File: config.mk
export PLATFORM = sky130hd
export DESIGN_NAME = miller_rabin_witness_test_core
export DESIGN_NICKNAME = d
export VERILOG_FILES = /design/src/sv/mrwt_pkg.sv /design/src/sv/mrwt_front.sv /design/src/sv/mrwt_back.sv /design/src/sv/miller_rabin_witness_test_core.sv
export SDC_FILE = /design/constraint.sdc
export NUM_CORES = 2
export LEC_CHECK = 0
export ABC_AREA = 0
export BUFFER_PORTS_ARGS = -buffer_cell sky130_fd_sc_hd__buf_2
export CORE_AREA = 2 2 351 353
export DETAILED_ROUTE_END_ITERATION = 16
export DIE_AREA = 0 0 353 355
export SYNTH_ARGS = -nofsm -noshare
export SYNTH_HDL_FRONTEND = slang
export SYNTH_SLANG_ARGS = --single-unit
File: constraint.sdc
create_clock -name clk_i -period 8.1 [get_ports clk_i]
set_input_delay 0.81 -clock clk_i [delete_from_list [all_inputs] [get_ports clk_i]]
set_output_delay 0.81 -clock clk_i [all_outputs]
set_load 0.01 [all_outputs]
File: src/sv/mrwt_pkg.sv
// Shared constants and types for the Miller-Rabin witness test core.
package mrwt_pkg;

  localparam int unsigned ValueBits = 62;
  localparam int unsigned CntBits   = $clog2(ValueBits + 1);

  typedef logic [ValueBits-1:0] value_t;
  typedef logic [CntBits-1:0]   cnt_t;

  typedef enum logic [1:0] {
    CLS_FAIL = 2'd0,
    CLS_PASS = 2'd1,
    CLS_TEST = 2'd2
  } class_e;

  typedef struct packed {
    class_e cls;
    value_t n;
    value_t a;
  } job_t;

  typedef enum logic [3:0] {
    ST_IDLE,
    ST_RED,
    ST_SPLIT,
    ST_MSEL,
    ST_MUL,
    ST_MDONE,
    ST_DONE
  } state_e;

endpackage

File: src/sv/mrwt_front.sv
// Front end: accepts transactions, classifies them and holds them in a one-entry queue.
module mrwt_front (
  input  logic            clk_i,
  input  logic            rst_ni,
  input  logic            start_i,
  input  mrwt_pkg::value_t candidate_i,
  input  mrwt_pkg::value_t witness_i,
  output logic            busy_o,
  output logic            job_valid_o,
  output mrwt_pkg::job_t  job_o,
  input  logic            job_take_i
);

  logic           full_q, full_d;
  mrwt_pkg::job_t job_q;
  mrwt_pkg::class_e cls;

  always_comb begin
    if (candidate_i < mrwt_pkg::ValueBits'(2)) cls = mrwt_pkg::CLS_FAIL;
    else if (candidate_i == mrwt_pkg::ValueBits'(2)) cls = mrwt_pkg::CLS_PASS;
    else if (!candidate_i[0]) cls = mrwt_pkg::CLS_FAIL;
    else cls = mrwt_pkg::CLS_TEST;
  end

  assign busy_o      = full_q;
  assign job_valid_o = full_q;
  assign job_o       = job_q;

  always_comb begin
    full_d = full_q;
    if (job_take_i) full_d = 1'b0;
    if (start_i && !full_q) full_d = 1'b1;
  end

  always_ff @(posedge clk_i or negedge rst_ni) begin
    if (!rst_ni) begin
      full_q <= 1'b0;
    end else begin
      full_q <= full_d;
    end
  end

  always_ff @(posedge clk_i) begin
    if (start_i && !full_q) begin
      job_q <= '{cls: cls, n: candidate_i, a: witness_i};
    end
  end

endmodule

File: src/sv/mrwt_back.sv
// Back end: modular exponentiation and squaring on one shared shift-and-add modular unit.
module mrwt_back (
  input  logic           clk_i,
  input  logic           rst_ni,
  input  logic           job_valid_i,
  input  mrwt_pkg::job_t job_i,
  output logic           job_take_o,
  output logic           done_o,
  output logic           probable_prime_o
);

  localparam int unsigned W = mrwt_pkg::ValueBits;

  mrwt_pkg::state_e st_q, st_d;
  mrwt_pkg::value_t n_q, base_q, acc_q, d_q, cur_q, prev_q;
  mrwt_pkg::value_t mx_q, my_q, mp_q, rem_q;
  mrwt_pkg::cnt_t   s_q, rcnt_q;
  logic             sq_phase_q, mul_base_q, res_q, fail_q;

  logic [W:0] dbl, sum, red_sh;
  mrwt_pkg::value_t dbl_r, sum_r, nm1;

  assign nm1    = n_q - W'(1);
  assign dbl    = {mx_q, 1'b0};
  assign dbl_r  = (dbl >= {1'b0, n_q}) ? W'(dbl - {1'b0, n_q}) : dbl[W-1:0];
  assign sum    = {1'b0, mp_q} + {1'b0, mx_q};
  assign sum_r  = (sum >= {1'b0, n_q}) ? W'(sum - {1'b0, n_q}) : sum[W-1:0];
  assign red_sh = {rem_q, mx_q[W-1]};

  always_comb begin
    st_d = st_q;
    case (st_q)
      mrwt_pkg::ST_IDLE:  if (job_valid_i) begin
        st_d = (job_i.cls == mrwt_pkg::CLS_TEST) ? mrwt_pkg::ST_RED : mrwt_pkg::ST_DONE;
      end
      mrwt_pkg::ST_RED:   if (rcnt_q == '0) st_d = mrwt_pkg::ST_SPLIT;
      mrwt_pkg::ST_SPLIT: if (d_q[0]) st_d = mrwt_pkg::ST_MSEL;
      mrwt_pkg::ST_MSEL:  if (fail_q) st_d = mrwt_pkg::ST_DONE;
        else if (sq_phase_q && s_q == '0) st_d = mrwt_pkg::ST_DONE;
        else if (!sq_phase_q && d_q == '0) st_d = mrwt_pkg::ST_MSEL;
        else st_d = mrwt_pkg::ST_MUL;
      mrwt_pkg::ST_MUL:   if (my_q == '0) st_d = mrwt_pkg::ST_MDONE;
      mrwt_pkg::ST_MDONE: st_d = mrwt_pkg::ST_MSEL;
      mrwt_pkg::ST_DONE:  st_d = mrwt_pkg::ST_IDLE;
      default:            st_d = mrwt_pkg::ST_IDLE;
    endcase
  end

  always_comb begin
    job_take_o       = (st_q == mrwt_pkg::ST_IDLE) && job_valid_i;
    done_o           = (st_q == mrwt_pkg::ST_DONE);
    probable_prime_o = res_q;
  end

  always_ff @(posedge clk_i or negedge rst_ni) begin
    if (!rst_ni) begin
      st_q <= mrwt_pkg::ST_IDLE;
    end else begin
      st_q <= st_d;
    end
  end

  always_ff @(posedge clk_i) begin
    case (st_q)
      mrwt_pkg::ST_IDLE: if (job_valid_i) begin
        n_q        <= job_i.n;
        rem_q      <= '0;
        mx_q       <= job_i.a;
        rcnt_q     <= mrwt_pkg::CntBits'(W);
        d_q        <= job_i.n - W'(1);
        s_q        <= '0;
        sq_phase_q <= 1'b0;
        fail_q     <= 1'b0;
        res_q      <= (job_i.cls == mrwt_pkg::CLS_PASS);
        acc_q      <= W'(1);
      end
      mrwt_pkg::ST_RED: begin
        // One restoring step of a mod n, shifting the dividend in from the top.
        base_q <= rem_q;
        rcnt_q <= rcnt_q - mrwt_pkg::CntBits'(1);
        if (rcnt_q != '0) begin
          rem_q <= (red_sh >= {1'b0, n_q}) ? W'(red_sh - {1'b0, n_q}) : red_sh[W-1:0];
          mx_q  <= mx_q << 1;
        end
      end
      mrwt_pkg::ST_SPLIT: if (!d_q[0]) begin
        d_q <= d_q >> 1;
        s_q <= s_q + mrwt_pkg::CntBits'(1);
      end
      mrwt_pkg::ST_MSEL: begin
        mp_q <= '0;
        if (sq_phase_q) begin
          mx_q <= cur_q;
          my_q <= cur_q;
          s_q  <= s_q - mrwt_pkg::CntBits'(1);
          if (s_q == '0 && !fail_q) res_q <= (cur_q == W'(1));
        end else if (d_q == '0) begin
          sq_phase_q <= 1'b1;
          cur_q      <= acc_q;
          prev_q     <= acc_q;
        end else if (d_q[0]) begin
          mx_q <= acc_q; my_q <= base_q; mul_base_q <= 1'b0;
        end else begin
          mx_q <= base_q; my_q <= base_q; mul_base_q <= 1'b1;
        end
        if (fail_q) res_q <= 1'b0;
      end
      mrwt_pkg::ST_MUL: if (my_q != '0) begin
        if (my_q[0]) mp_q <= sum_r;
        mx_q <= dbl_r;
        my_q <= my_q >> 1;
      end
      mrwt_pkg::ST_MDONE: begin
        if (sq_phase_q) begin
          cur_q  <= mp_q;
          prev_q <= mp_q;
          if (mp_q == W'(1) && prev_q != W'(1) && prev_q != nm1) fail_q <= 1'b1;
        end else if (mul_base_q) begin
          base_q <= mp_q;
          d_q    <= d_q >> 1;
        end else begin
          acc_q <= mp_q;
          d_q   <= {d_q[W-1:1], 1'b0};
        end
      end
      default: ;
    endcase
  end

endmodule

File: src/sv/miller_rabin_witness_test_core.sv
// Top level of the Miller-Rabin witness test core.
// A transaction is accepted when start is high and busy is low; a one-entry queue holds it
// until the back end is free, so one more transaction can be accepted while a test runs.
// A full test reduces the witness, splits off the power of two, and then runs
// at most 122 modular multiplications on the shared shift-and-add multiplier; trivial candidates
// go straight to the result without any multiplication.
// done_o pulses one cycle with probable_prime_o, and the receiver cannot stall it.
module miller_rabin_witness_test_core (
  input  logic             clk_i,
  input  logic             rst_ni,
  input  logic             start,
  output logic             busy,
  input  mrwt_pkg::value_t candidate_i,
  input  mrwt_pkg::value_t witness_i,
  output logic             done_o,
  output logic             probable_prime_o
);

  logic           job_valid, job_take;
  mrwt_pkg::job_t job;

  mrwt_front u_front (
    .clk_i, .rst_ni, .start_i(start), .candidate_i, .witness_i,
    .busy_o(busy), .job_valid_o(job_valid), .job_o(job), .job_take_i(job_take)
  );

  mrwt_back u_back (
    .clk_i, .rst_ni, .job_valid_i(job_valid), .job_i(job), .job_take_o(job_take),
    .done_o, .probable_prime_o
  );

  a_done_pulse: assert property (@(posedge clk_i) disable iff (!rst_ni) done_o |=> !done_o)
    else $error("done held for more than one cycle");
  a_take_busy: assert property (@(posedge clk_i) disable iff (!rst_ni)
    (start && !busy) |=> busy) else $error("accepted transaction not held");
  a_done_known: assert property (@(posedge clk_i) disable iff (!rst_ni) !$isunknown(done_o))
    else $error("done is unknown");

endmodule

Word level (Yosys, flattened, before mapping)
Index checks and enable logic that the tools add are counted.
{"block": "word_totals", "register_bits": 705, "wordCells": 182, "input_bits": 127, "output_inout_bits": 3}
{"block": "op_classes", "eq_ne": 32, "addsub": 9, "n_lt_le_gt_ge": 4, "n_reduce_logical": 45, "n_mux": 68, "bitwise_logic": 2}
{"op": "$mux 62", "n": 28}
{"op": "$pmux 62 s2", "n": 6}
{"op": "$pmux 62 s4", "n": 1}
{"op": "$ge 63x62->1", "n": 3}
{"op": "$pmux 62 s3", "n": 1}
{"op": "$sub 62x62->62", "n": 3}
{"op": "$eq 62x1->1 const B", "n": 2}
{"op": "$logic_not 62->1", "n": 2}
{"op": "$sub 62x1->62 const B", "n": 2}
{"op": "$add 62x62->63", "n": 1}
{"op": "$eq 62x2->1 const B", "n": 1}
{"op": "$lt 62x2->1 const B", "n": 1}
{"op": "$ne 62x1->1 const B", "n": 1}
{"op": "$ne 62x62->1", "n": 1}
{"op": "$reduce_bool 62->1", "n": 1}
{"op": "$mux 4", "n": 6}
{"op": "$mux 6", "n": 4}
{"op": "$pmux 4 s6", "n": 1}
{"op": "$reduce_and 4->1", "n": 6}
{"op": "$ne 2x1->1 const B", "n": 11}
{"op": "$pmux 6 s3", "n": 1}
{"op": "$reduce_and 3->1", "n": 6}
{"op": "$reduce_bool 2->1", "n": 7}
{"op": "$mux 1", "n": 13}
{"op": "25 further kinds", "n": 51}

Longest topological paths before layout
{"block": "logic_depth", "depth_word": 6, "depth_mapped": 29, "depth_no_buf": 25}

By module
From an unflattened synthesis, not the netlist that was laid out.
{"block": "hier_totals", "cells_unflattened": 5100, "area_unflattened_um2": 48428.9}
{"module": "mrwt_back", "seq_area_each_um2": 17311.6, "area_each_um2": 44443.9, "n_inst": 1, "cells_each": 4946}
{"module": "mrwt_front", "seq_area_each_um2": 3808.7, "area_each_um2": 3985.1, "n_inst": 1, "cells_each": 154}

Worst setup path before layout
OpenSTA, ideal clock, no wires.
{"block": "synth_timing", "path_kind": "in2reg", "start": "input start", "end": "register u_front.job_q (netlist bit u_front.job_o[0]), enable pin", "stages": 1, "setup_slack_ps": 1202, "n_path_buf": 0, "t_arrival_ps": 6273, "t_required_ps": 7475, "setup_time_ps": 625, "cell_sequence": "nor2b_1"}
{"block": "synth_via", "elab_chain_len": 1}
{"item": "from (decl)", "line_no": "miller_rabin_witness_test_core.sv:11", "source": "input logic start,"}
{"item": "$logic_and 1x1->1", "line_no": "mrwt_front.sv:44", "source": "if (start_i && !full_q) begin"}
{"item": "to (signal assigned)", "line_no": "mrwt_front.sv:45", "source": "job_q <= '{cls: cls, n: candidate_i, a: witness_i};"}
{"item": "to (decl)", "line_no": "mrwt_front.sv:15", "source": "mrwt_pkg::job_t job_q;"}
No other way between the ends.
A chain may end at the register's enable or synchronous reset.

Worst setup path after layout
{"block": "layout_timing", "start": "register u_back.mp_q[42]", "end": "register u_back.mp_q[57] (data pin)"}
{"block": "layout_via", "elab_chain_len": 6, "elab_cells_between_ends": 7, "classes_between": "add/sub (2); order compare (1); mux (4)"}
{"item": "from (decl)", "line_no": "mrwt_back.sv:16", "source": "mrwt_pkg::value_t mx_q, my_q, mp_q, rem_q;"}
{"item": "from (signal assigned)", "line_no": "mrwt_back.sv:109", "source": "if (my_q[0]) mp_q <= sum_r;"}
{"item": "$add 62x62->63 (*)", "line_no": "mrwt_back.sv:26", "source": "assign sum = {1'b0, mp_q} + {1'b0, mx_q};"}
{"item": "$sub 62x62->62 or $ge 63x62->1 (tied branches)", "line_no": "mrwt_back.sv:27", "source": "assign sum_r = (sum >= {1'b0, n_q}) ? W'(sum - {1'b0, n_q}) : sum[W-1:0];"}
{"item": "$mux 62 (*)", "line_no": "mrwt_back.sv:27"}
{"item": "$mux 62 (*)", "line_no": "mrwt_back.sv:109"}
{"item": "$mux 62 (*)", "line_no": "mrwt_back.sv:108", "source": "mrwt_pkg::ST_MUL: if (my_q != '0) begin"}
{"item": "$pmux 62 s2 (*)", "line_no": "mrwt_back.sv:64", "source": "case (st_q)"}
Mark *: on every way between the ends. The rest lies on a longest branch, timed or not. The select of a mux whose other input is x is not followed.

==> summary.md <==
| Metric | Value |
|---|---|
| Status | `complete, no violations` |
| Post-synth EDFFs | `700` |
| Root buffer cell | `clkbuf_16` |
| Detailed Place HPWL | `154000 um` |
| Final TNS setup | `0 ps` |
| Htree depth | `3` |
| TritonCTS Buffers | `86` |
| Fin area | `roughly 54000 sq um` |
| DR pass1 iterations | `7` |
| Clk sinks | `between 700 and 800` |
| Hold/Removal Path Class | `primary input to register` |
| Grt ovf | `0` |
| Kind of critical path | `register to register` |
| Reg area | `approximately 21000 sq um` |
| Cells after Synth | `around 5.3k` |
| CTS tree | `built` |
| Die W | `353 um` |
| Rel. slew slack | `0.166` |
| WP data required | `about 8600 ps` |
| Commonest non-fill, non-tap cell in the layout | `nand2_1` |
| Fmax | `between 100 and 150 MHz` |
| Part of the cycle the worst path needs | `0.979` |
| CP Capture Type | `register` |
| DR iter-0 viols | `around 5.7k` |
| Synth Cell Area | `approximately 48000 sq um` |
| CP Launch Type | `register` |
| Largest net degree at the start of global routing | `78` |
| Pre-CTS setup slack | `290 ps` |
| Later-pin clock latency in the skew report | `approximately 730 ps` |
| I/O Buffers | `roughly 130` |
| Layout net count | `between 5k and 6k` |
| Register clock-pin slew on the reported worst setup and hold paths | `approximately 60 ps` |
| Setup Viol. Count Final | `0` |
| # DRC | `0` |
| Critical Path Slowest Stage Cell | `o21ai_0` |
| RSZ-0062 raised after global routing | `no` |
| Via count | `approximately 43k` |
| Clock buffer depth | `3` |
| Ys async rst share | `0.00568` |
| Post-CTS resize count | `0` |
| GRT Util Overall | `0.307` |
| CP Max Fanout | `14` |
| Max-slew violation count | `0` |
| FP Rows | `between 100 and 150` |
| Top delay family on crit path | `simple AND/OR/NAND/NOR gates` |
| Synth warnings | `0` |
| Avg Synthesized Cell Area | `9.18 sq um` |
| Placer Congestion | `1.02` |
| Register area share after synthesis | `0.436` |
| Area growth from synthesis to layout | `10.8%` |
| Worst-margin pin slew | `around 1300 ps` |
| CP Cell Sequence | `ha_1, and2_1, and3_1, nand3_1, nor3_1, nand4b_1, o21ai_0, a21boi_0, xnor2_1, ha_1, nand2_1, or4_1, nor4_1, nand4_1, nand3_1, nor4_1, o311a_1, o21a_4, and2_0, a22o_1` |
| Final Routed Wirelength | `198000 um` |
| Commonest non-fill, non-tap cells in the layout | `nand2_1, edfxtp_1, a21oi_1` |
| Layout cell share with drive strength beyond 1 | `0.0741` |
| Final hold violations | `0` |
| Crit path buffers/inverters | `0` |
| Die Y | `between 300 and 400 um` |
| IO Pins | `130` |
| # fillers | `11.9k` |
| Initial core utilization | `0.399` |
| Via/cell ratio | `~6` |
| Placed Area | `roughly 51000 sq um` |
| Clock Skews | `approximately 45 ps` |
| Drt wl/cell | `approximately 28 um` |
| Core footprint | `121000 sq um` |
| Max-cap violations | `0` |
| Footprint of the multi-input gates | `25700 sq um` |
| Number of synthesized register bits | `between 700 and 800` |
| Syn nets | `about 5.7k` |
| Antenna violations before repair | `9` |
| Die Footprint | `about 130000 sq um` |
| Global-route wire length before repair | `between 200000 and 300000 um` |
| Number of global-route vias before repair | `approximately 40k` |
| Top FF cell, synth | `edfxtp_1` |
| WP data arrival | `approximately 8400 ps` |
| Antenna Nets Post-Route | `0` |
| Setup ws final | `~170 ps` |
| Max incr delay on CP | `approximately 750 ps` |
| Yosys cell types | `slightly above 80` |
| Period minus WS final | `a little under 8000 ps` |
[sequential cells by signal, summed over array words and instances (netlist names), 6 cells and up]
name / cells
u_back.acc_q: 62
u_back.base_q: 62
u_back.cur_q: 62
u_back.d_q: 62
u_back.mp_q: 62
u_back.mx_q: 62
u_back.my_q: 62
u_back.n_q: 62
u_back.rcnt_q: 6
u_back.rem_q: 62
u_back.s_q: 6
u_front.job_o: 126
[layout make-up]
type	count	area share
antenna	3	0.000140
sequential	704	0.394
multi-input combinational	4117	0.479
tap	1625	0.0379
clock inverter	52	0.0109
inverter	207	0.0145
clock buffer	104	0.0430
timing repair buffer	184	0.0205
[layer usage]
metal	track usage	up-vias	routed length [um]
met1	0.438	21000	86600
li1	-	19500	-
met4	0.108	2	7490
met2	0.448	2318	82100
met3	0.0805	311	21900
met5	0	-	10
[stage by stage]
stage | instances | hold slack [ps] | utilization
3_5_place_dp | 6836 | 498 | 0.418
6_report | 6996 | 252 | 0.442
3_3_place_gp | 6836 | 489 | 0.418
5_1_grt | 6994 | 232 | 0.442
4_1_cts | 6993 | 207 | 0.442
2_1_floorplan | 5273 | 444 | -
[repair_timing]
action / in CTS / in global routing
hold endpoints to repair: 4 / 0
hold buffers: 1 / 0
setup buffers: 0 / 0
setup endpoints to repair: 0 / 0
[synthesized netlist by cell type (43+ instances only)]
| cell | instances | area [sq um] |
|---|---|---|
| nand2_1 | 814 | 3060 |
| edfxtp_1 | 700 | 21000 |
| a21oi_1 | 461 | 2310 |
| nor2_1 | 417 | 1570 |
| o21ai_0 | 413 | 2070 |
| ha_1 | 256 | 3200 |
| xnor2_1 | 228 | 2000 |
| clkbuf_1 | 211 | 792 |
| inv_1 | 207 | 777 |
| xor2_1 | 149 | 1310 |
| mux2i_1 | 137 | 1370 |
| a21o_1 | 122 | 916 |
| nor3_1 | 103 | 515 |
| nor4_1 | 99 | 619 |
| nand4_1 | 94 | 588 |
| nand3_1 | 88 | 440 |
| a221oi_1 | 61 | 534 |
| a31oi_1 | 51 | 319 |
| o211ai_1 | 49 | 368 |
| and3_1 | 46 | 288 |
| nand2b_1 | 46 | 288 |
| o21a_1 | 43 | 323 |
[path summary, 6_finish.rpt]
check / depth (start not counted) / slack (ps) / startpoint / end
setup reg to reg: 20 / 170 / u_back.mp_q[42]$_SDFFCE_PN0P_ / u_back.mp_q[57]$_SDFFCE_PN0P_
hold / removal: 1 / 250 / witness_i[55] / u_front.job_o[55]$_DFFE_PP_
setup / recovery: 20 / 170 / u_back.mp_q[42]$_SDFFCE_PN0P_ / u_back.mp_q[57]$_SDFFCE_PN0P_
hold reg to reg: 0 / 510 / u_front.job_o[83]$_DFFE_PP_ / u_back.n_q[21]$_DFFE_PP_
max in group asynchronous: 2 / 7560 / rst_ni / u_front.busy_o$_DFFE_PN0P_
min in group asynchronous: 2 / 420 / rst_ni / u_back.st_q[0]$_DFFE_PN0P_
[cells by family after synthesis]
family	Yosys count	share of synthesized area
XOR/XNOR	377	0.0682
adder cells (fa/ha/maj)	261	0.0682
buffers and inverters	452	0.0355
AND/OR/NAND/NOR	1890	0.179
multiplexers	141	0.0293
AO/OA/AOI/OAI	1448	0.183
flip-flops	704	0.436
Power is left out: the tool's default activity adds up to more than one toggle a clock period on the data nets, which glitch-free logic cannot reach.
